[config.mk]
export PLATFORM = sky130hd
export DESIGN_NAME = sliding_window_sender_fast_retransmit_flat
export DESIGN_NICKNAME = d
export VERILOG_FILES = /design/src/rtl/swsfr_pkg.sv /design/src/rtl/swsfr_in_if.sv /design/src/rtl/swsfr_out_if.sv /design/src/rtl/swsfr_front.sv /design/src/rtl/swsfr_back.sv /design/src/rtl/sliding_window_sender_fast_retransmit.sv /design/src/flat_wrapper.sv
export SDC_FILE = /design/constraint.sdc
export NUM_CORES = 1
export LEC_CHECK = 0
export BUFFER_PORTS_ARGS = -buffer_cell sky130_fd_sc_hd__buf_2
export CORE_AREA = 2 2 164 206
export CTS_CLUSTER_DIAMETER = 60
export DETAILED_ROUTE_END_ITERATION = 7
export DIE_AREA = 0 0 166 208
export PLACE_DENSITY = 0.82
export SYNTH_ARGS = -nofsm -noshare
export SYNTH_HDL_FRONTEND = slang
export SYNTH_SLANG_ARGS = --single-unit
[constraint.sdc]
create_clock -name clk -period 25.3 [get_ports clk]
set_clock_uncertainty 0.15 [all_clocks]
set_input_delay 3.795 -clock clk [delete_from_list [all_inputs] [get_ports clk]]
set_output_delay 3.795 -clock clk [all_outputs]
set_load 0.02 [all_outputs]
[src/rtl/swsfr_pkg.sv]
// Shared types and constants for the go-back-N sender with fast retransmit.
// No dependencies; imported by every module and interface of the block.
`timescale 1ns / 1ps

package swsfr_pkg;

    // Sequence space; pointer arithmetic wraps naturally, so keep it a power of two
    localparam int SEQ_SPACE = 8;
    localparam int SEQ_W     = $clog2(SEQ_SPACE);

    localparam int FUNC_W  = 2;
    localparam int LIMIT_W = 3;
    localparam int THR_W   = 2;
    localparam int TIMER_W = 2;
    // In-flight count never exceeds the 3-bit window limit
    localparam int IF_W    = LIMIT_W;

    // Configuration port
    localparam int CFG_IDX_W  = 1;
    localparam int CFG_DATA_W = LIMIT_W;
    localparam logic [CFG_IDX_W-1:0] CFG_WINDOW_LIMIT  = 1'd0;
    localparam logic [CFG_IDX_W-1:0] CFG_DUP_THRESHOLD = 1'd1;

    localparam logic [LIMIT_W-1:0] LIMIT_RESET = 3'd4;
    localparam logic [THR_W-1:0]   THR_RESET   = 2'd3;

    // Input function codes
    localparam logic [FUNC_W-1:0] FUNC_SEND    = 2'd0;
    localparam logic [FUNC_W-1:0] FUNC_ACK     = 2'd1;
    localparam logic [FUNC_W-1:0] FUNC_TIMEOUT = 2'd2;

    // Timer commands
    localparam logic [TIMER_W-1:0] TIMER_NONE  = 2'd0;
    localparam logic [TIMER_W-1:0] TIMER_START = 2'd1;
    localparam logic [TIMER_W-1:0] TIMER_STOP  = 2'd2;

    // Classified command handed from the front end to the back end
    typedef enum logic [1:0] {
        CMD_NOP,
        CMD_SEND,
        CMD_ACK,
        CMD_TIMEOUT
    } cmd_kind_t;

    typedef struct packed {
        cmd_kind_t        kind;
        logic [SEQ_W-1:0] ack;
    } cmd_t;

    typedef struct packed {
        logic [LIMIT_W-1:0] window_limit;
        logic [THR_W-1:0]   dup_ack_threshold;
    } cfg_t;

endpackage

[src/rtl/swsfr_in_if.sv]
// Input channel of the sender: valid/ready handshake with the event fields.
// Depends on swsfr_pkg.
`timescale 1ns / 1ps

interface swsfr_in_if #(
    parameter int PAYLOAD_BITS = 64
);
    import swsfr_pkg::*;

    logic                    valid;
    logic                    ready;
    logic [FUNC_W-1:0]       func;
    logic [PAYLOAD_BITS-1:0] payload_word;
    logic [SEQ_W-1:0]        ack_number;
    logic                    ack_checksum_ok;

    modport source (
        output valid, func, payload_word, ack_number, ack_checksum_ok,
        input  ready
    );

    modport sink (
        input  valid, func, payload_word, ack_number, ack_checksum_ok,
        output ready
    );

endinterface

[src/rtl/swsfr_out_if.sv]
// Result channel of the sender: valid/ready handshake with the result fields.
// Depends on swsfr_pkg.
`timescale 1ns / 1ps

interface swsfr_out_if #(
    parameter int PAYLOAD_BITS = 64
);
    import swsfr_pkg::*;

    logic                    valid;
    logic                    ready;
    logic                    accepted;
    logic                    tx_valid;
    logic [SEQ_W-1:0]        tx_seq;
    logic [PAYLOAD_BITS-1:0] tx_payload;
    logic [TIMER_W-1:0]      timer_cmd;
    logic [SEQ_W-1:0]        timer_seq;
    logic                    window_full;
    logic [SEQ_W-1:0]        window_base;
    logic [SEQ_W-1:0]        next_seq;

    modport source (
        output valid, accepted, tx_valid, tx_seq, tx_payload, timer_cmd, timer_seq,
               window_full, window_base, next_seq,
        input  ready
    );

    modport sink (
        input  valid, accepted, tx_valid, tx_seq, tx_payload, timer_cmd, timer_seq,
               window_full, window_base, next_seq,
        output ready
    );

endinterface

[src/rtl/swsfr_front.sv]
// Front end: accepts input beats, decodes them into commands, queues them.
// Depends on swsfr_pkg and swsfr_in_if.
`timescale 1ns / 1ps

module swsfr_front #(
    parameter int PAYLOAD_BITS = 64
) (
    input  logic                    clk,
    input  logic                    rst_n,
    swsfr_in_if.sink                ingress,
    output swsfr_pkg::cmd_t         cmd,
    output logic [PAYLOAD_BITS-1:0] cmd_payload,
    output logic                    cmd_valid,
    input  logic                    cmd_ready
);
    import swsfr_pkg::*;

    localparam int DEPTH = 2;
    localparam int PTR_W = 1;
    localparam int CNT_W = 2;

    cmd_t                    q_cmd_reg     [DEPTH];
    logic [PAYLOAD_BITS-1:0] q_payload_reg [DEPTH];
    logic [PTR_W-1:0]        wr_ptr_reg, wr_ptr_next;
    logic [PTR_W-1:0]        rd_ptr_reg, rd_ptr_next;
    logic [CNT_W-1:0]        count_reg,  count_next;

    cmd_t decoded;
    logic push;
    logic pop;

    // Decode the function code; a failed checksum turns an ack into a no-op
    always_comb
    begin
        decoded.ack = ingress.ack_number;
        unique case (ingress.func)
            FUNC_SEND:    decoded.kind = CMD_SEND;
            FUNC_ACK:     decoded.kind = ingress.ack_checksum_ok ? CMD_ACK : CMD_NOP;
            FUNC_TIMEOUT: decoded.kind = CMD_TIMEOUT;
            default:      decoded.kind = CMD_NOP;
        endcase
    end

    assign ingress.ready = (count_reg != CNT_W'(DEPTH));
    assign push          = ingress.valid && ingress.ready;
    assign cmd_valid     = (count_reg != '0);
    assign pop           = cmd_valid && cmd_ready;

    assign cmd         = q_cmd_reg[rd_ptr_reg];
    assign cmd_payload = q_payload_reg[rd_ptr_reg];

    always_comb
    begin
        wr_ptr_next = push ? wr_ptr_reg + PTR_W'(1) : wr_ptr_reg;
        rd_ptr_next = pop  ? rd_ptr_reg + PTR_W'(1) : rd_ptr_reg;
        count_next  = count_reg;
        case ({push, pop})
            2'b10:   count_next = count_reg + CNT_W'(1);
            2'b01:   count_next = count_reg - CNT_W'(1);
            default: count_next = count_reg;
        endcase
    end

    always_ff @(posedge clk or negedge rst_n)
    begin
        if (!rst_n)
        begin
            wr_ptr_reg <= '0;
            rd_ptr_reg <= '0;
            count_reg  <= '0;
        end
        else
        begin
            wr_ptr_reg <= wr_ptr_next;
            rd_ptr_reg <= rd_ptr_next;
            count_reg  <= count_next;
        end
    end

    always_ff @(posedge clk)
    begin
        if (push)
        begin
            q_cmd_reg[wr_ptr_reg]     <= decoded;
            q_payload_reg[wr_ptr_reg] <= ingress.payload_word;
        end
    end

endmodule

[src/rtl/swsfr_back.sv]
// Back end: window state, payload store and result register of the sender.
// Depends on swsfr_pkg and swsfr_out_if.
`timescale 1ns / 1ps

module swsfr_back #(
    parameter int WINDOW       = 4,
    parameter int PAYLOAD_BITS = 64
) (
    input  logic                    clk,
    input  logic                    rst_n,
    input  swsfr_pkg::cfg_t         cfg,
    input  swsfr_pkg::cmd_t         cmd,
    input  logic [PAYLOAD_BITS-1:0] cmd_payload,
    input  logic                    cmd_valid,
    output logic                    cmd_ready,
    swsfr_out_if.source             egress
);
    import swsfr_pkg::*;

    localparam int SLOT_W = (WINDOW > 1) ? $clog2(WINDOW) : 1;
    localparam int ADD_W  = SLOT_W + 1;
    localparam logic [IF_W-1:0] WIN_CAP = IF_W'((WINDOW > 7) ? 7 : WINDOW);

    // Window state
    logic [SEQ_W-1:0]  base_reg,  base_next;
    logic [SEQ_W-1:0]  nseq_reg,  nseq_next;
    logic [IF_W-1:0]   infl_reg,  infl_next;
    logic [THR_W-1:0]  dup_reg,   dup_next;
    logic [SLOT_W-1:0] head_reg,  head_next;

    logic [PAYLOAD_BITS-1:0] store_mem [WINDOW];

    // Result register
    logic                    out_valid_reg;
    logic                    accepted_reg,    accepted_next;
    logic                    tx_valid_reg,    tx_valid_next;
    logic [SEQ_W-1:0]        tx_seq_reg,      tx_seq_next;
    logic [PAYLOAD_BITS-1:0] tx_payload_reg,  tx_payload_next;
    logic [TIMER_W-1:0]      timer_cmd_reg,   timer_cmd_next;
    logic [SEQ_W-1:0]        timer_seq_reg,   timer_seq_next;
    logic                    full_reg,        full_next;

    logic              take;
    logic              store_we;
    logic              resend;
    logic [SLOT_W-1:0] store_slot;
    logic [IF_W-1:0]   eff_limit;
    logic [THR_W-1:0]  eff_thr;
    logic [SEQ_W-1:0]  prev_seq;
    logic [SEQ_W-1:0]  ack_span;
    logic [THR_W-1:0]  dup_inc;
    logic [ADD_W-1:0]  slot_sum;
    logic [ADD_W-1:0]  head_sum;

    // Slot index modulo WINDOW; the sum stays below twice the depth
    function automatic logic [SLOT_W-1:0] wrap_slot(input logic [ADD_W-1:0] sum);
        logic [ADD_W-1:0] adj;
        adj = (sum >= ADD_W'(WINDOW)) ? sum - ADD_W'(WINDOW) : sum;
        return adj[SLOT_W-1:0];
    endfunction

    assign cmd_ready = !out_valid_reg || egress.ready;
    assign take      = cmd_valid && cmd_ready;

    assign eff_limit = (cfg.window_limit == '0)    ? IF_W'(1) :
                       (cfg.window_limit > WIN_CAP) ? WIN_CAP : cfg.window_limit;
    assign eff_thr   = (cfg.dup_ack_threshold == '0) ? THR_W'(1) : cfg.dup_ack_threshold;

    assign prev_seq = base_reg - SEQ_W'(1);
    assign ack_span = cmd.ack + SEQ_W'(1) - base_reg;
    assign dup_inc  = dup_reg + THR_W'(1);
    assign slot_sum = ADD_W'(head_reg) + ADD_W'(infl_reg);
    assign head_sum = ADD_W'(head_reg) + ADD_W'(ack_span);

    always_comb
    begin
        base_next  = base_reg;
        nseq_next  = nseq_reg;
        infl_next  = infl_reg;
        dup_next   = dup_reg;
        head_next  = head_reg;
        store_we   = 1'b0;
        resend     = 1'b0;
        store_slot = wrap_slot(slot_sum);

        accepted_next   = 1'b0;
        tx_valid_next   = 1'b0;
        tx_seq_next     = '0;
        tx_payload_next = '0;
        timer_cmd_next  = TIMER_NONE;
        timer_seq_next  = '0;

        unique case (cmd.kind)
            CMD_SEND:
            begin
                if (infl_reg < eff_limit)
                begin
                    store_we        = 1'b1;
                    accepted_next   = 1'b1;
                    tx_valid_next   = 1'b1;
                    tx_seq_next     = nseq_reg;
                    tx_payload_next = cmd_payload;
                    if (infl_reg == '0)
                    begin
                        timer_cmd_next = TIMER_START;
                        timer_seq_next = nseq_reg;
                    end
                    infl_next = infl_reg + IF_W'(1);
                    nseq_next = nseq_reg + SEQ_W'(1);
                end
            end
            CMD_ACK:
            begin
                if (cmd.ack == prev_seq)
                begin
                    // Duplicate: count, and resend the oldest at the threshold
                    dup_next = dup_inc;
                    if (dup_inc >= eff_thr)
                    begin
                        dup_next = '0;
                        if (infl_reg != '0)
                        begin
                            tx_valid_next = 1'b1;
                            tx_seq_next   = base_reg;
                            resend        = 1'b1;
                        end
                    end
                end
                else if (ack_span != '0 && IF_W'(ack_span) <= infl_reg)
                begin
                    // New cumulative ack: slide the window
                    base_next = cmd.ack + SEQ_W'(1);
                    head_next = wrap_slot(head_sum);
                    infl_next = infl_reg - IF_W'(ack_span);
                    dup_next  = '0;
                    if (infl_reg != IF_W'(ack_span))
                    begin
                        timer_cmd_next = TIMER_START;
                        timer_seq_next = cmd.ack + SEQ_W'(1);
                    end
                    else
                    begin
                        timer_cmd_next = TIMER_STOP;
                    end
                end
            end
            CMD_TIMEOUT:
            begin
                if (infl_reg != '0)
                begin
                    tx_valid_next  = 1'b1;
                    tx_seq_next    = base_reg;
                    resend         = 1'b1;
                    timer_cmd_next = TIMER_START;
                    timer_seq_next = base_reg;
                end
            end
            default:
            begin
            end
        endcase

        full_next = (infl_next >= eff_limit);
    end

    always_ff @(posedge clk or negedge rst_n)
    begin
        if (!rst_n)
        begin
            base_reg      <= '0;
            nseq_reg      <= '0;
            infl_reg      <= '0;
            dup_reg       <= '0;
            head_reg      <= '0;
            out_valid_reg <= 1'b0;
        end
        else
        begin
            if (take)
            begin
                base_reg <= base_next;
                nseq_reg <= nseq_next;
                infl_reg <= infl_next;
                dup_reg  <= dup_next;
                head_reg <= head_next;
            end
            if (take)
                out_valid_reg <= 1'b1;
            else if (egress.ready)
                out_valid_reg <= 1'b0;
        end
    end

    always_ff @(posedge clk)
    begin
        if (take && store_we)
            store_mem[store_slot] <= cmd_payload;
    end

    // A resend reads the oldest stored payload straight into the result register
    always_ff @(posedge clk)
    begin
        if (take)
        begin
            accepted_reg   <= accepted_next;
            tx_valid_reg   <= tx_valid_next;
            tx_seq_reg     <= tx_seq_next;
            tx_payload_reg <= resend ? store_mem[head_reg] : tx_payload_next;
            timer_cmd_reg  <= timer_cmd_next;
            timer_seq_reg  <= timer_seq_next;
            full_reg       <= full_next;
        end
    end

    // Base and next sequence are the live state, which equals the state after
    // the held result: nothing is taken while the result waits.
    assign egress.valid       = out_valid_reg;
    assign egress.accepted    = accepted_reg;
    assign egress.tx_valid    = tx_valid_reg;
    assign egress.tx_seq      = tx_seq_reg;
    assign egress.tx_payload  = tx_payload_reg;
    assign egress.timer_cmd   = timer_cmd_reg;
    assign egress.timer_seq   = timer_seq_reg;
    assign egress.window_full = full_reg;
    assign egress.window_base = base_reg;
    assign egress.next_seq    = nseq_reg;

endmodule

[src/rtl/sliding_window_sender_fast_retransmit.sv]
// Go-back-N sender with fast retransmit: top level.
// An accepted beat is written into the command queue, then taken by the back end
// into the result register. Throughput: one beat per cycle while egress.ready is
// held high; a two-entry command queue and the result register decouple the sides.
// Reset (rst_n, asynchronous, active low): empty window, base and next sequence
// zero, window limit 4, duplicate threshold 3; the payload store is not cleared.
`timescale 1ns / 1ps

module sliding_window_sender_fast_retransmit #(
    parameter int WINDOW       = 4,
    parameter int PAYLOAD_BITS = 64
) (
    input  logic                                 clk,
    input  logic                                 rst_n,
    input  logic                                 cfg_we,
    input  logic [swsfr_pkg::CFG_IDX_W-1:0]      cfg_index,
    input  logic [swsfr_pkg::CFG_DATA_W-1:0]     cfg_data,
    swsfr_in_if.sink                             ingress,
    swsfr_out_if.source                          egress
);
    import swsfr_pkg::*;

    // Configuration registers; must be written by the user only while the block is idle (the
    // block itself does not enforce this), so the back end reads them directly without any shadowing.
    logic [LIMIT_W-1:0] window_limit_reg;
    logic [THR_W-1:0]   dup_threshold_reg;
    cfg_t               cfg;

    // Front-to-back command beat
    cmd_t                    cmd;
    logic [PAYLOAD_BITS-1:0] cmd_payload;
    logic                    cmd_valid;
    logic                    cmd_ready;

    always_ff @(posedge clk or negedge rst_n)
    begin
        if (!rst_n)
        begin
            window_limit_reg  <= LIMIT_RESET;
            dup_threshold_reg <= THR_RESET;
        end
        else if (cfg_we)
        begin
            unique case (cfg_index)
                CFG_WINDOW_LIMIT:  window_limit_reg  <= cfg_data;
                CFG_DUP_THRESHOLD: dup_threshold_reg <= cfg_data[THR_W-1:0];
                default:
                begin
                end
            endcase
        end
    end

    assign cfg.window_limit      = window_limit_reg;
    assign cfg.dup_ack_threshold = dup_threshold_reg;

    // Decode incoming events and queue them
    swsfr_front #(
        .PAYLOAD_BITS (PAYLOAD_BITS)
    ) u_front (
        .clk         (clk),
        .rst_n       (rst_n),
        .ingress     (ingress),
        .cmd         (cmd),
        .cmd_payload (cmd_payload),
        .cmd_valid   (cmd_valid),
        .cmd_ready   (cmd_ready)
    );

    // Apply each command to the window and hold the result until taken
    swsfr_back #(
        .WINDOW       (WINDOW),
        .PAYLOAD_BITS (PAYLOAD_BITS)
    ) u_back (
        .clk         (clk),
        .rst_n       (rst_n),
        .cfg         (cfg),
        .cmd         (cmd),
        .cmd_payload (cmd_payload),
        .cmd_valid   (cmd_valid),
        .cmd_ready   (cmd_ready),
        .egress      (egress)
    );

endmodule

[src/flat_wrapper.sv]
// flat-port wrapper written by rule: the top's interface ports become plain ports
module sliding_window_sender_fast_retransmit_flat import swsfr_pkg::*;
#(
    parameter int WINDOW       = 4,
    parameter int PAYLOAD_BITS = 64
)
  (clk, rst_n, cfg_we, cfg_index, cfg_data, ingress_valid, ingress_func, ingress_payload_word, ingress_ack_number, ingress_ack_checksum_ok, ingress_ready, egress_valid, egress_accepted, egress_tx_valid, egress_tx_seq, egress_tx_payload, egress_timer_cmd, egress_timer_seq, egress_window_full, egress_window_base, egress_next_seq, egress_ready);
  swsfr_in_if #(.PAYLOAD_BITS(PAYLOAD_BITS)) ingress_i ();
  swsfr_out_if #(.PAYLOAD_BITS(PAYLOAD_BITS)) egress_i ();
  input  logic clk;
  input  logic rst_n;
  input  logic cfg_we;
  input  logic [swsfr_pkg::CFG_IDX_W-1:0] cfg_index;
  input  logic [swsfr_pkg::CFG_DATA_W-1:0] cfg_data;
  input wire logic [$bits(ingress_i.valid)-1:0] ingress_valid;
  input wire logic [$bits(ingress_i.func)-1:0] ingress_func;
  input wire logic [$bits(ingress_i.payload_word)-1:0] ingress_payload_word;
  input wire logic [$bits(ingress_i.ack_number)-1:0] ingress_ack_number;
  input wire logic [$bits(ingress_i.ack_checksum_ok)-1:0] ingress_ack_checksum_ok;
  output wire logic [$bits(ingress_i.ready)-1:0] ingress_ready;
  output wire logic [$bits(egress_i.valid)-1:0] egress_valid;
  output wire logic [$bits(egress_i.accepted)-1:0] egress_accepted;
  output wire logic [$bits(egress_i.tx_valid)-1:0] egress_tx_valid;
  output wire logic [$bits(egress_i.tx_seq)-1:0] egress_tx_seq;
  output wire logic [$bits(egress_i.tx_payload)-1:0] egress_tx_payload;
  output wire logic [$bits(egress_i.timer_cmd)-1:0] egress_timer_cmd;
  output wire logic [$bits(egress_i.timer_seq)-1:0] egress_timer_seq;
  output wire logic [$bits(egress_i.window_full)-1:0] egress_window_full;
  output wire logic [$bits(egress_i.window_base)-1:0] egress_window_base;
  output wire logic [$bits(egress_i.next_seq)-1:0] egress_next_seq;
  input wire logic [$bits(egress_i.ready)-1:0] egress_ready;
  assign ingress_i.valid = ingress_valid;
  assign ingress_i.func = ingress_func;
  assign ingress_i.payload_word = ingress_payload_word;
  assign ingress_i.ack_number = ingress_ack_number;
  assign ingress_i.ack_checksum_ok = ingress_ack_checksum_ok;
  assign ingress_ready = ingress_i.ready;
  assign egress_valid = egress_i.valid;
  assign egress_accepted = egress_i.accepted;
  assign egress_tx_valid = egress_i.tx_valid;
  assign egress_tx_seq = egress_i.tx_seq;
  assign egress_tx_payload = egress_i.tx_payload;
  assign egress_timer_cmd = egress_i.timer_cmd;
  assign egress_timer_seq = egress_i.timer_seq;
  assign egress_window_full = egress_i.window_full;
  assign egress_window_base = egress_i.window_base;
  assign egress_next_seq = egress_i.next_seq;
  assign egress_i.ready = egress_ready;
  sliding_window_sender_fast_retransmit #(.WINDOW(WINDOW), .PAYLOAD_BITS(PAYLOAD_BITS)) u_core (.clk(clk), .rst_n(rst_n), .cfg_we(cfg_we), .cfg_index(cfg_index), .cfg_data(cfg_data), .ingress(ingress_i), .egress(egress_i));
endmodule
======== Word-level counts from Yosys, hierarchy flattened ========
Memory sizes are Yosys's and may differ from the RTL's.
Index checks and enable logic that the tools add are counted.
storage, ports and cells
  bits in registers ....................... 98
  bits in writable memories ............... 394
  output and inout port bits .............. 83
  word-level logic and storage cells ...... 125
  memories ................................ 3
memory list
  name                          depth  bits a word  rd ports  clocked after memory_dff  wr ports  line               text
  u_core.u_back.store_mem       4      64           1         0                         1         swsfr_back.sv:31   logic [PAYLOAD_BITS-1:0] store_mem [WINDOW];
  u_core.u_front.q_payload_reg  2      64           1         0                         1         swsfr_front.sv:23  logic [PAYLOAD_BITS-1:0] q_payload_reg [DEPTH];
  u_core.u_front.q_cmd_reg      2      5            1         0                         1         swsfr_front.sv:22  cmd_t q_cmd_reg [DEPTH];
operators by class
  $add $sub $neg .......................... 15
  magnitude comparators ................... 7
  eq/ne operators ......................... 10
  mux-type cells .......................... 49
  bitwise operators ....................... 2
  reductions and logical operators ........ 21
operators by type and width
  cell                                                      count
  2-to-1 mux 64 bit                                         3
  2-to-1 mux 3 bit                                          14
  2-to-1 mux 2 bit                                          10
  case mux 3 bit (3 select lines)                           2
  2-to-1 mux 1 bit                                          14
  case mux 2 bit (3 select lines)                           2
  adder 3 x 1 -> 3 bit, second input constant               3
  == test 2 bit, second input constant                      4
  nonzero test 2 bit                                        4
  adder 2 x 3 -> 3 bit                                      2
  == test 2 x 1 -> 1 bit, second input constant             3
  greater-or-equal comparator 3 bit, second input constant  2
  zero test 3 bit                                           2
  case mux 3 bit (2 select lines)                           1
  AND reduction 3 bit                                       2
  nonzero test 3 bit                                        2
  subtractor 2 x 1 -> 2 bit, second input constant          3
  subtractor 3 bit                                          2
  adder 2 x 1 -> 2 bit, second input constant               2
  logical AND 1 bit                                         4
  zero test 2 bit                                           2
  case mux 2 bit (2 select lines)                           1
  AND reduction 2 bit                                       2
  AND reduction 4 bit                                       1
  other kinds (15)                                          17

======== Longest topological paths before layout ========
Gate-level depths: netlist of run 1.
  depth after elaboration ................. 9
  mapped depth ............................ 22
  gate-level depth less buffers ........... 18

======== Cells and area by module ========
A second synthesis of run 1 with hierarchy kept.
unflattened totals
  cells, all modules ...................... 1051
  area total of the unflattened synthesis .. 19691.4 um^2
modules (own cells, without submodules)
  module                                 times used  cells each  area each (um^2)  seq. area each (um^2)
  swsfr_back                             1           803         13995.9           10289.9
  swsfr_front                            1           236         5482.8            4244.1
  sliding_window_sender_fast_retransmit  1           12          212.7             128.9

======== Worst setup path before layout of run 1 ========
OpenSTA, ideal clock, no wires.
  path type ............................... input to register
  start ................................... input egress_ready
  end ..................................... memory u_core.u_back.store_mem[0][0] (enable)
  setup time .............................. 0.565 ns
  arrival ................................. 12.517 ns
  path slack .............................. 12.068 ns
  stages on the path ...................... 4
  buffers on the path ..................... 0
  cell sequence ........................... inv_1 -> a21oi_1 -> nand2_1 -> nor3_1
on the way
  cells in the longest elaborated chain, start to end .. 5
ends and longest elaborated chain
  element                                 line                text
  start, declared                         flat_wrapper.sv:31  input wire logic [$bits(egress_i.ready)-1:0] egress_ready;
  logical OR 1 bit                        swsfr_back.sv:62    assign cmd_ready = !out_valid_reg || egress.ready;
  logical AND 1 bit                       swsfr_back.sv:63    assign take = cmd_valid && cmd_ready;
  net u_core.u_back.take                  swsfr_back.sv:43    logic take;
  logical AND 1 bit                       swsfr_back.sv:196   if (take && store_we)
  2-to-1 mux 1 bit                        swsfr_back.sv:196
  2-to-1 mux 1 bit (not written as such)  swsfr_back.sv:197   store_mem[store_slot] <= cmd_payload;
  end, declared                           swsfr_back.sv:31
The timed path passes the listed nets, and every way through them passes these cells.

======== Worst setup path after layout of run 1 ========
  start ................................... input egress_ready
  end ..................................... register u_core.u_back.infl_reg[2]
on the way
  cells in the longest elaborated chain, start to end .. 2
ends and longest elaborated chain
  element                 line               text
  logical OR 1 bit        swsfr_back.sv:62
  logical AND 1 bit       swsfr_back.sv:63
  net u_core.u_back.take  swsfr_back.sv:43
  end signal, assigned    swsfr_back.sv:183  infl_reg <= infl_next;
  end, declared           swsfr_back.sv:27   logic [IF_W-1:0] infl_reg, infl_next;
The timed path passes the listed nets, and every way through them passes these cells.
A chain may end at the register's enable or synchronous reset.

==> impl_metrics.tcl, run 1 <==
set metrics [dict create \
    status "finished clean" \
    fin_cells 1686 \
    peakVddDrop_uv 91.6 \
    dr.pass1.iters 7 \
    synth_area_mm2 0.0193 \
    drive_above_1_share_pct 30.4 \
    synth_edf_count 469 \
    cap_violations 0 \
    finish.utilization_pct 67.6 \
    largest_reg_flops 256 \
    numCtsBuffers 45 \
    critPathKind "in2reg" \
    setup_ws_ns 19.66 \
    drc 0 \
    top_level_ports 162 \
    dieArea_mm2 0.0345 \
    drtIter0Drc 1219 \
    min_period_ns 5.64 \
    dp_hpwl_um 21600 \
    syn_inst 1068 \
    postCtsSetupBuffers 0 \
    rr_startpoint "u_core.u_front.rd_ptr_reg" \
    die_height_um 208 \
    setup.worst_path.end_class "register" \
    dp_cells 1603 \
    worst-path-max-fanout 77 \
    first_global_vias 10400 \
    area_growth_pct 13.6 \
    synth_seq_cells 492 \
    ys_seq_area_share_pct 75.8 \
    clock-root-buffer "clkbuf_16" \
    synth_async_sr_flop_share_pct 4.67 \
    p_leak_nw 7.60 \
    hold_depth 1 \
    tns_ns 0 \
    insertion_delay_ns 0.56 \
    viasPerCell 6.00 \
    routabilityCongestion 0.804 \
    worstMarginPinSlew_ns 1.09 \
    num_vias 10100 \
    postRouteAntennaNets 0 \
    finalSetupViolCount 0 \
    finalNetCount 1337 \
    hold_end "u_core.u_front.count_reg[1]" \
    routed.top_layer "met5" \
    fillCellCount 1988 \
    grt_max_degree 104 \
    num_rows 74 \
    antenna_found_initial 2 \
    fmax_mhz 177 \
    rr_worst_depth 18 \
    clock_sinks 492 \
    grt_usage_pct 22.7 \
    initial_core_util_pct 59.5 \
    yosysTopAreaCell "edfxtp_1" \
    placed_cell_area_mm2 0.0206 \
    ys.flop_type "edfxtp_1" \
    synth_top_area_share_pct 72.8 \
    wire_per_inst_um 23.1 \
    relSlewSlack_pct 27.2 \
    grt_pass1_wl_um 60100 \
    final_common_cell "edfxtp_1" \
    r2r_end "u_core.u_back.egress.window_full" \
    wl_met2_um 20300 \
    critPathLaunchType "input port" \
    whs_ns 0.345 \
    worstPathRequired_ns 25.64 \
    route.met3.wl_um 2430 \
    dieWidth_um 166 \
    hp-start "u_core.u_front.count_reg[1]" \
    postCtsHoldBufs 0 \
    dp_slack_ns 19.13 \
    wirelength_um 39000 \
    syn_area_per_cell_um2 18.1 \
    numPortBuffers 161 \
    crit_arrival_ns 5.98 \
    cts_max_path_buffers 3 \
    cts_resized 0 \
    diodes 0 \
    design_area_mm2 0.0220 \
    drt-met1-wl_um 14900 \
    synth_cell_type_count 50 \
    ys.warnings.count 0 \
    synth_area_leaders "edfxtp_1 73%, mux4_2 7.5%, mux2_2 4.2%" \
    syn_nets 1173 \
    hold_path_class "reg2reg" \
    grt.overflow.total 0 \
    p_per_area_mw_per_mm2 129 \
    grt_setup_unrepaired "no" \
    cts_tree "yes" \
    coreArea_mm2 0.0325 \
    clkTransAtPathRegs_ns 0.06 \
    finalPower_mw 2.83 \
    hold_viol 0 \
    reg2reg_slack_ns 19.72 \
    layout_common_cells "469 x edfxtp_1, 161 x buf_2, 144 x nand2_1" \
    drv_slew 0 \
    fin_crit_sh_pct 22.3 \
    h-tree-depth 2 \
]
## layer usage
layer	up-vias	GRT usage, %
met1	5090	29.3
met3	103	3.96
met5	-	0
met2	455	38.8
li1	4465	-
met4	4	8.76
## power by group
part | switching, mW | internal (mW) | leakage (nW)
Combinational | 0.560 | 0.344 | 2.31
Clock | 0.284 | 0.364 | 0.679
Sequential | 0.123 | 1.16 | 4.61
## logic make-up (layout without fill, tap and decap cells)
group                      after synthesis  in the layout  synth area share, %
DFF                                    492            492                 75.8
adders and majority gates               26             26                 1.76
AOI/OAI and AO/OA                      104            104                 3.10
xor gates and xnor gates                19             19                0.931
buffers and inverters                   75            275                 1.55
and+or+nand+nor                        207            207                 4.70
muxes                                  145            145                 12.2
## worst max-delay path, cell delays in order
cell and delay [ns]:
buf_2 0.09, inv_1 0.05, a21oi_4 0.26, buf_4 0.88, nand2_1 0.33, nor4_1 0.27, o2bb2ai_1 0.15, a221o_1 0.13
## cells in the mapped netlist (2+ instances only)
cell type	count
ha_1	24
buf_6	2
nor3_1	5
nand3_1	9
fa_1	2
a22oi_1	4
and3_1	7
a21o_1	5
nand4_1	5
nor2_1	13
buf_2	3
xnor2_1	12
a211oi_1	2
edfxtp_1	469
xor2_1	6
a221o_1	2
mux4_2	64
clkbuf_1	41
o2bb2ai_1	2
nand4b_1	2
nand2_1	144
nand3b_1	2
mux2i_1	8
and2_1	3
nor2b_1	3
dfrtp_1	20
buf_1	6
dfstp_2	3
nand2b_1	7
mux2_2	72
inv_1	23
nor4_1	2
o21ai_0	73
a21oi_1	5
a31oi_1	3
## area by class of cell
class	instances	area, um2	share of cell area, %
clock buffers	64	1240	5.64
inverters	23	86.3	0.393
well taps	418	523	2.38
flip-flops and latches	492	14700	66.8
repair buffers	169	866	3.94
clock inverters	19	154	0.700
multi-input cells	501	4440	20.2
## worst max path at each step
stage,end,cells after the start,slack [ns],start
floorplan,u_core.u_back.store_mem[0][0],4,12.07,egress_ready
global placement,u_core.u_back.infl_reg[2],8,19.22,egress_ready
detailed placement,u_core.u_back.infl_reg[2],8,19.13,egress_ready
CTS,u_core.u_back.infl_reg[2],8,19.68,egress_ready
global route,u_core.u_back.egress.window_full,18,19.41,u_core.u_front.rd_ptr_reg
finish,u_core.u_back.infl_reg[2],8,19.66,egress_ready
Power figures use the tool's default switching activity.
==> run 2: changes to the inputs <==
--- a/config.mk
+++ b/config.mk
@@ -6,11 +6,11 @@
 export NUM_CORES = 1
 export LEC_CHECK = 0
 export BUFFER_PORTS_ARGS = -buffer_cell sky130_fd_sc_hd__buf_2
-export CORE_AREA = 2 2 164 206
+export CORE_AREA = 2 2 173 217
 export CTS_CLUSTER_DIAMETER = 60
 export DETAILED_ROUTE_END_ITERATION = 7
-export DIE_AREA = 0 0 166 208
-export PLACE_DENSITY = 0.82
+export DIE_AREA = 0 0 175 219
+export PLACE_DENSITY = 0.78
 export SYNTH_ARGS = -nofsm -noshare
 export SYNTH_HDL_FRONTEND = slang
 export SYNTH_SLANG_ARGS = --single-unit
==> constraint.sdc (replaced) <==
create_clock -name clk -period 4.5 [get_ports clk]
set_clock_uncertainty 0.15 [all_clocks]
set_input_delay 0.675 -clock clk [delete_from_list [all_inputs] [get_ports clk]]
set_output_delay 0.675 -clock clk [all_outputs]
set_load 0.02 [all_outputs]
==> run 2 against run 1 <==
Against the previous run:
- clock-buffer cell count decreased by 6
- via count decreased by 2.0%
- sequential power increased to 5.5 times the previous value
==> impl_metrics.tcl, run 2 (synthesized netlist as in run 1, its figures left out) <==
set metrics [dict create \
    status "finished clean" \
    cts_max_path_buffers 3 \
    insertion_delay_ns 0.55 \
    clkTransAtPathRegs_ns 0.06 \
    area_growth_pct 15.8 \
    worstPathRequired_ns 4.66 \
    antenna_found_initial 5 \
    grt_max_degree 76 \
    crit_arrival_ns 4.49 \
    first_global_vias 10400 \
    relSlewSlack_pct 20.6 \
    routabilityCongestion 0.812 \
    wirelength_um 37600 \
    dieArea_mm2 0.0383 \
    h-tree-depth 2 \
    dieWidth_um 175 \
    coreArea_mm2 0.0362 \
    p_int_mw 10.9 \
    p_per_area_mw_per_mm2 731 \
    drv_slew 0 \
    dp_hpwl_um 21600 \
    grt_pass1_wl_um 58500 \
    p_comb_share_pct 34.2 \
    clockPowerShare_pct 23.2 \
    peakVddDrop_uv 352 \
    dr.pass1.iters 5 \
    num_vias 9919 \
    top_level_ports 162 \
    netSwitchingFraction_pct 33.4 \
    fin_crit_sh_pct 96.1 \
    numPortBuffers 161 \
    numCtsBuffers 46 \
    num_rows 78 \
    p_leak_nw 7.74 \
    postRouteAntennaNets 0 \
    clock-root-buffer "clkbuf_16" \
    setup_ws_ns 0.176 \
    clock_sinks 492 \
    drtIter0Drc 939 \
    hold_viol 0 \
    largest_reg_flops 256 \
    min_period_ns 4.32 \
    layout_common_cells "469 x edfxtp_1, 161 x buf_2, 144 x nand2_1" \
    placed_cell_area_mm2 0.0208 \
    die_height_um 219 \
    worst-path-max-fanout 6 \
    initial_core_util_pct 53.4 \
    hold_path_class "in2reg" \
    drive_above_1_share_pct 31.7 \
    design_area_mm2 0.0224 \
    setup.worst_path.end_class "register" \
    wire_per_inst_um 21.3 \
    cts_tree "yes" \
    cap_violations 0 \
    fmax_mhz 231 \
    p_seq_share_pct 42.7 \
    power_switching_mw 5.47 \
    grt_usage_pct 19.9 \
    fillCellCount 2569 \
    worstMarginPinSlew_ns 1.19 \
    finalSetupViolCount 0 \
    critPathKind "reg2reg" \
    drc 0 \
    finalNetCount 1354 \
    final_common_cell "edfxtp_1" \
    viasPerCell 5.62 \
    dp_slack_ns 0.0574 \
    grt.overflow.total 0 \
    critPathLaunchType "register" \
]
## run 2: cell count changes in the layout (fill, tap and decap cells not counted), moves of 4 or more
cell and delta:
buf_12 +5, buf_4 +10, clkinv_1 +10, clkinv_2 -4
clkbuf_1 -8
## run 2: critical path: stages, from the launching register on
cell	delay [ns]
dfrtp_4	0.50
mux2i_2	0.23
inv_1	0.12
ha_4	0.29
inv_1	0.06
fa_2	0.36
xnor2_1	0.17
xnor3_1	0.28
ha_1	0.31
nand2_1	0.09
a21oi_2	0.05
a211oi_4	0.26
nor3_4	0.08
buf_4	0.14
mux2i_1	0.11
a221o_1	0.29
ha_1	0.29
a21o_1	0.15
a21o_1	0.16
## run 2: per-stage QoR
stage	hold WS (ns)	utilization (%)	power [mW]	cells	TNS [ns]
final	0.160	61.9	16.4	1766	0
after global routing	0.144	61.9	17.2	1765	-0.0140
after CTS	0.135	61.7	16.3	1760	0
after detailed placement	0.345	57.6	12.5	1676	0
after global placement	0.332	57.6	12.3	1676	0
after floorplan	0.229	-	10.9	1068	-26.66
## run 2: timing repair
| action | in CTS | in global routing |
|---|---|---|
| hold buffers | 1 | 0 |
| endpoints found under the hold margin | 20 | 0 |
| buffers inserted | 0 | 4 |
| resized for setup | 0 | 6 |
| setup endpoints to repair | 0 | 1 |
## run 2: cell type report
cell class	instances	area [um2]	share of cell area (%)
flip-flops and latches	492	14700	65.5
multi-input cells	501	4500	20.1
clock buffers	58	1260	5.62
repair buffers	185	1050	4.69
well taps	480	601	2.68
clock inverters	25	215	0.961
inverters	23	98.8	0.441
diodes	2	5.00	0.0223
## run 2: worst paths after layout
kind | start | endpoint | slack [ns] | cells past startpoint
max in group asynchronous | rst_n | u_core.u_front.rd_ptr_reg | 3.23 | 2
min in group asynchronous | rst_n | u_core.u_back.dup_reg[0] | 0.51 | 2
hold / removal | ingress_payload_word[17] | u_core.u_front.q_payload_reg[1][17] | 0.16 | 1
setup reg to reg | u_core.u_front.rd_ptr_reg | u_core.u_back.egress.window_full | 0.18 | 18
hold reg to reg | u_core.u_front.count_reg[1] | u_core.u_front.count_reg[1] | 0.36 | 1
setup / recovery | u_core.u_front.rd_ptr_reg | u_core.u_back.egress.window_full | 0.18 | 18
## run 2: metal layers
metal,wire [um],track usage [%],up-vias
met4,994,6.31,2
li1,-,-,4505
met3,1760,3.07,67
met2,19400,35.2,290
met1,15400,25.6,5055
met5,7,0,-
## run 2: power groups by stage
stage	logic [mW]	registers (mW)	clock network, mW
finish	5.59	6.99	3.80
global placement	5.27	7.05	0
detailed placement	5.40	7.08	0
global route	6.10	7.08	4.03
floorplan	3.51	7.36	0
CTS	5.43	6.99	3.86
==> run 3: changes to the inputs <==
--- a/config.mk
+++ b/config.mk
@@ -6,11 +6,12 @@
 export NUM_CORES = 1
 export LEC_CHECK = 0
 export BUFFER_PORTS_ARGS = -buffer_cell sky130_fd_sc_hd__buf_2
-export CORE_AREA = 2 2 173 217
+export CORE_AREA = 2 2 165 208
 export CTS_CLUSTER_DIAMETER = 60
 export DETAILED_ROUTE_END_ITERATION = 7
-export DIE_AREA = 0 0 175 219
-export PLACE_DENSITY = 0.78
+export DIE_AREA = 0 0 167 210
+export PLACE_DENSITY = 0.81
+export RECOVER_POWER = 50
 export SYNTH_ARGS = -nofsm -noshare
 export SYNTH_HDL_FRONTEND = slang
 export SYNTH_SLANG_ARGS = --single-unit
==> constraint.sdc (replaced) <==
create_clock -name clk -period 4.7 [get_ports clk]
set_clock_uncertainty 0.15 [all_clocks]
set_input_delay 0.705 -clock clk [delete_from_list [all_inputs] [get_ports clk]]
set_output_delay 0.705 -clock clk [all_outputs]
set_load 0.02 [all_outputs]
==> run 3 against run 2 <==
Against the previous run:
- the run now ends with max-capacitance violations, max-slew violations left
- flip-flop and latch count did not move
- clock power fell by 5%
- die area fell by 8.5%
- sequential power fell by 2%
- fmax fell by 3.4%
- utilization rose by 4.7 points
- via count rose by 1.0%
- clock-buffer cell count fell by 2
- non-clock buffer count fell by 6
- combinational power fell by 11%
- sequential share of layout area rose by 1.0 points
- worst hold slack improved by 0.037 ns
- critical path type unchanged
- largest cell class unchanged
==> impl_metrics.tcl, run 3 (synthesized netlist as in run 1, its figures left out) <==
set metrics [dict create \
    worst-path-max-fanout 6 \
    fillCellCount 2241 \
    critPathLaunchType "register" \
    hold_viol 0 \
    worstPathRequired_ns 4.85 \
    fin_crit_sh_pct 95.2 \
    routabilityCongestion 0.846 \
    peakVddDrop_uv 1100 \
    cp_common_cell "ha_1" \
    status "complete, but fails checks" \
    dieWidth_um 167 \
    postCtsHoldBufs 0 \
    insertion_delay_ns 0.55 \
    top_level_ports 162 \
    p_per_area_mw_per_mm2 698 \
    fin_cells 1701 \
    rr_startpoint "u_core.u_front.rd_ptr_reg" \
    max_stage_delay_ns 0.52 \
    layout_common_cells "469 x edfxtp_1, 144 x nand2_1, 136 x clkbuf_1" \
    viasPerCell 5.89 \
    path_buf_inv 2 \
    violations "max-capacitance violations, max-slew violations" \
    multiInputGateArea_mm2 0.00446 \
    worstPathCellList "mux2i_2, inv_1, ha_1, inv_1, fa_1, xnor2_1, xnor3_2, ha_1, nand2_1, a21oi_2, a211oi_4, nor3_4, nor3_2, a311oi_1, ha_1, nand2b_1, a21o_1, a21o_1" \
    postRouteAntennaNets 0 \
    dp_slack_ns 0.246 \
    area_growth_pct 14.0 \
    coreArea_mm2 0.0331 \
    rr_worst_depth 18 \
    grt_max_degree 76 \
    drive_above_1_share_pct 20.3 \
    numCtsBuffers 45 \
    min_period_ns 4.47 \
    h-tree-depth 2 \
    setup_ws_ns 0.225 \
    drc 0 \
    finalPower_mw 15.4 \
    clock-root-buffer "clkbuf_16" \
    dr.pass1.iters 5 \
    hold_depth 1 \
    grt.overflow.total 0 \
    grt_usage_pct 21.1 \
    initial_core_util_pct 58.4 \
    slowest_stage "dfrtp_4" \
    crit_arrival_ns 4.63 \
    cts_tree "yes" \
    p_leak_nw 7.34 \
    wire_per_inst_um 21.7 \
    setup.worst_path.end_class "register" \
    worstMarginPinSlew_ns 2.44 \
    final_common_cell "edfxtp_1" \
    num_vias 10000 \
    diodes 0 \
    largest_reg_flops 256 \
    cts_max_path_buffers 3 \
    dp_hpwl_um 20600 \
    num_rows 75 \
    dieArea_mm2 0.0351 \
    numPortBuffers 161 \
    die_height_um 210 \
    cp-endpoint "u_core.u_back.egress.window_full" \
    dp_cells 1616 \
    antenna_found_initial 0 \
    path_delay_family "adder cells" \
    cp_num_cells 18 \
    finalSetupViolCount 0 \
    drtIter0Drc 915 \
    cap_violations 5 \
    first_global_vias 10200 \
    r2r_end "u_core.u_back.egress.window_full" \
    grt_pass1_wl_um 56800 \
    clock_sinks 492 \
    wirelength_um 37000 \
    reg2reg_slack_ns 0.23 \
    seq_area_mm2 0.0147 \
    clkTransAtPathRegs_ns 0.06 \
    hold_path_class "in2reg" \
    finalNetCount 1347 \
    relSlewSlack_pct -62.4 \
    drv_slew 223 \
    critPathKind "reg2reg" \
    critPathLaunch "u_core.u_front.rd_ptr_reg" \
    fmax_mhz 223 \
]
run 3: cell count changes in the layout (fill, tap and decap cells not counted), moves of 2 or more:
cell       change
clkbuf_1     +127
clkinv_1       -9
inv_6          +2
buf_4          -9
mux2_2        -20
mux2_1        +20
clkbuf_16      -2
buf_2        -124
clkinv_2      +10
diode_2        -2
run 3: layer usage:
layer	part of all wire [%]	wire [um]	global-route usage, %
met4	2.5	908	7.25
met2	51	18800	36.0
met1	41	15100	28.2
met5	0	0	0
met3	5.7	2110	3.10
run 3: what timing repair did:
item,in CTS,in global routing
setup buffers,0,2
endpoints found under the setup margin,0,1
gates resized for setup,0,6
run 3: power breakdown:
group | leakage (nW) | total (mW) | switching [mW] | internal [mW]
Sequential | 4.61 | 6.82 | 0.563 | 6.25
Clock | 0.731 | 3.61 | 1.51 | 2.11
Combinational | 2.00 | 4.98 | 3.13 | 1.85
Total | 7.34 | 15.4 | 5.20 | 10.2
run 3: final cells by class:
class                   count  area share (%)
clock buffers              56            5.48
clock inverters            27            1.17
inverters                  23           0.448
multi-input cells         501            20.2
flip-flops and latches    492            66.5
well taps                 423            2.40
repair buffers            179            3.78
run 3: how the worst min path moves through the flow:
stage,start,end,slack [ns]
finish,ingress_payload_word[1],u_core.u_front.q_payload_reg[0][1],0.20
global route,ingress_payload_word[39],u_core.u_front.q_payload_reg[1][39],0.18
CTS,rst_n,u_core.u_back.egress.next_seq[2],0.01
detailed placement,u_core.u_front.count_reg[1],u_core.u_front.count_reg[1],0.33
global placement,u_core.u_front.count_reg[1],u_core.u_front.count_reg[1],0.33
floorplan,rst_n,u_core.u_back.dup_reg[0],0.26
run 3: metrics by stage:
stage | utilization [%] | hold WS, ns | instance area, um2 | TNS [ns]
global route | 66.6 | 0.178 | 22100 | -0.0168
floorplan | - | 0.259 | 19400 | -4.90
finish | 66.6 | 0.196 | 22100 | 0
global placement | 62.6 | 0.330 | 20700 | 0
detailed placement | 62.6 | 0.333 | 20700 | 0
CTS | 67.1 | 0.0121 | 22200 | 0
run 3: worst register-to-register path, delay by kind of cell, from the launching register on:
family | cells | cell delay (ns)
simple gates | 4 | 0.63
flops | 1 | 0.52
buf+inv | 2 | 0.17
fa+ha+maj | 4 | 1.29
mux | 1 | 0.21
compound gates | 5 | 0.81
xor+xnor | 2 | 0.47
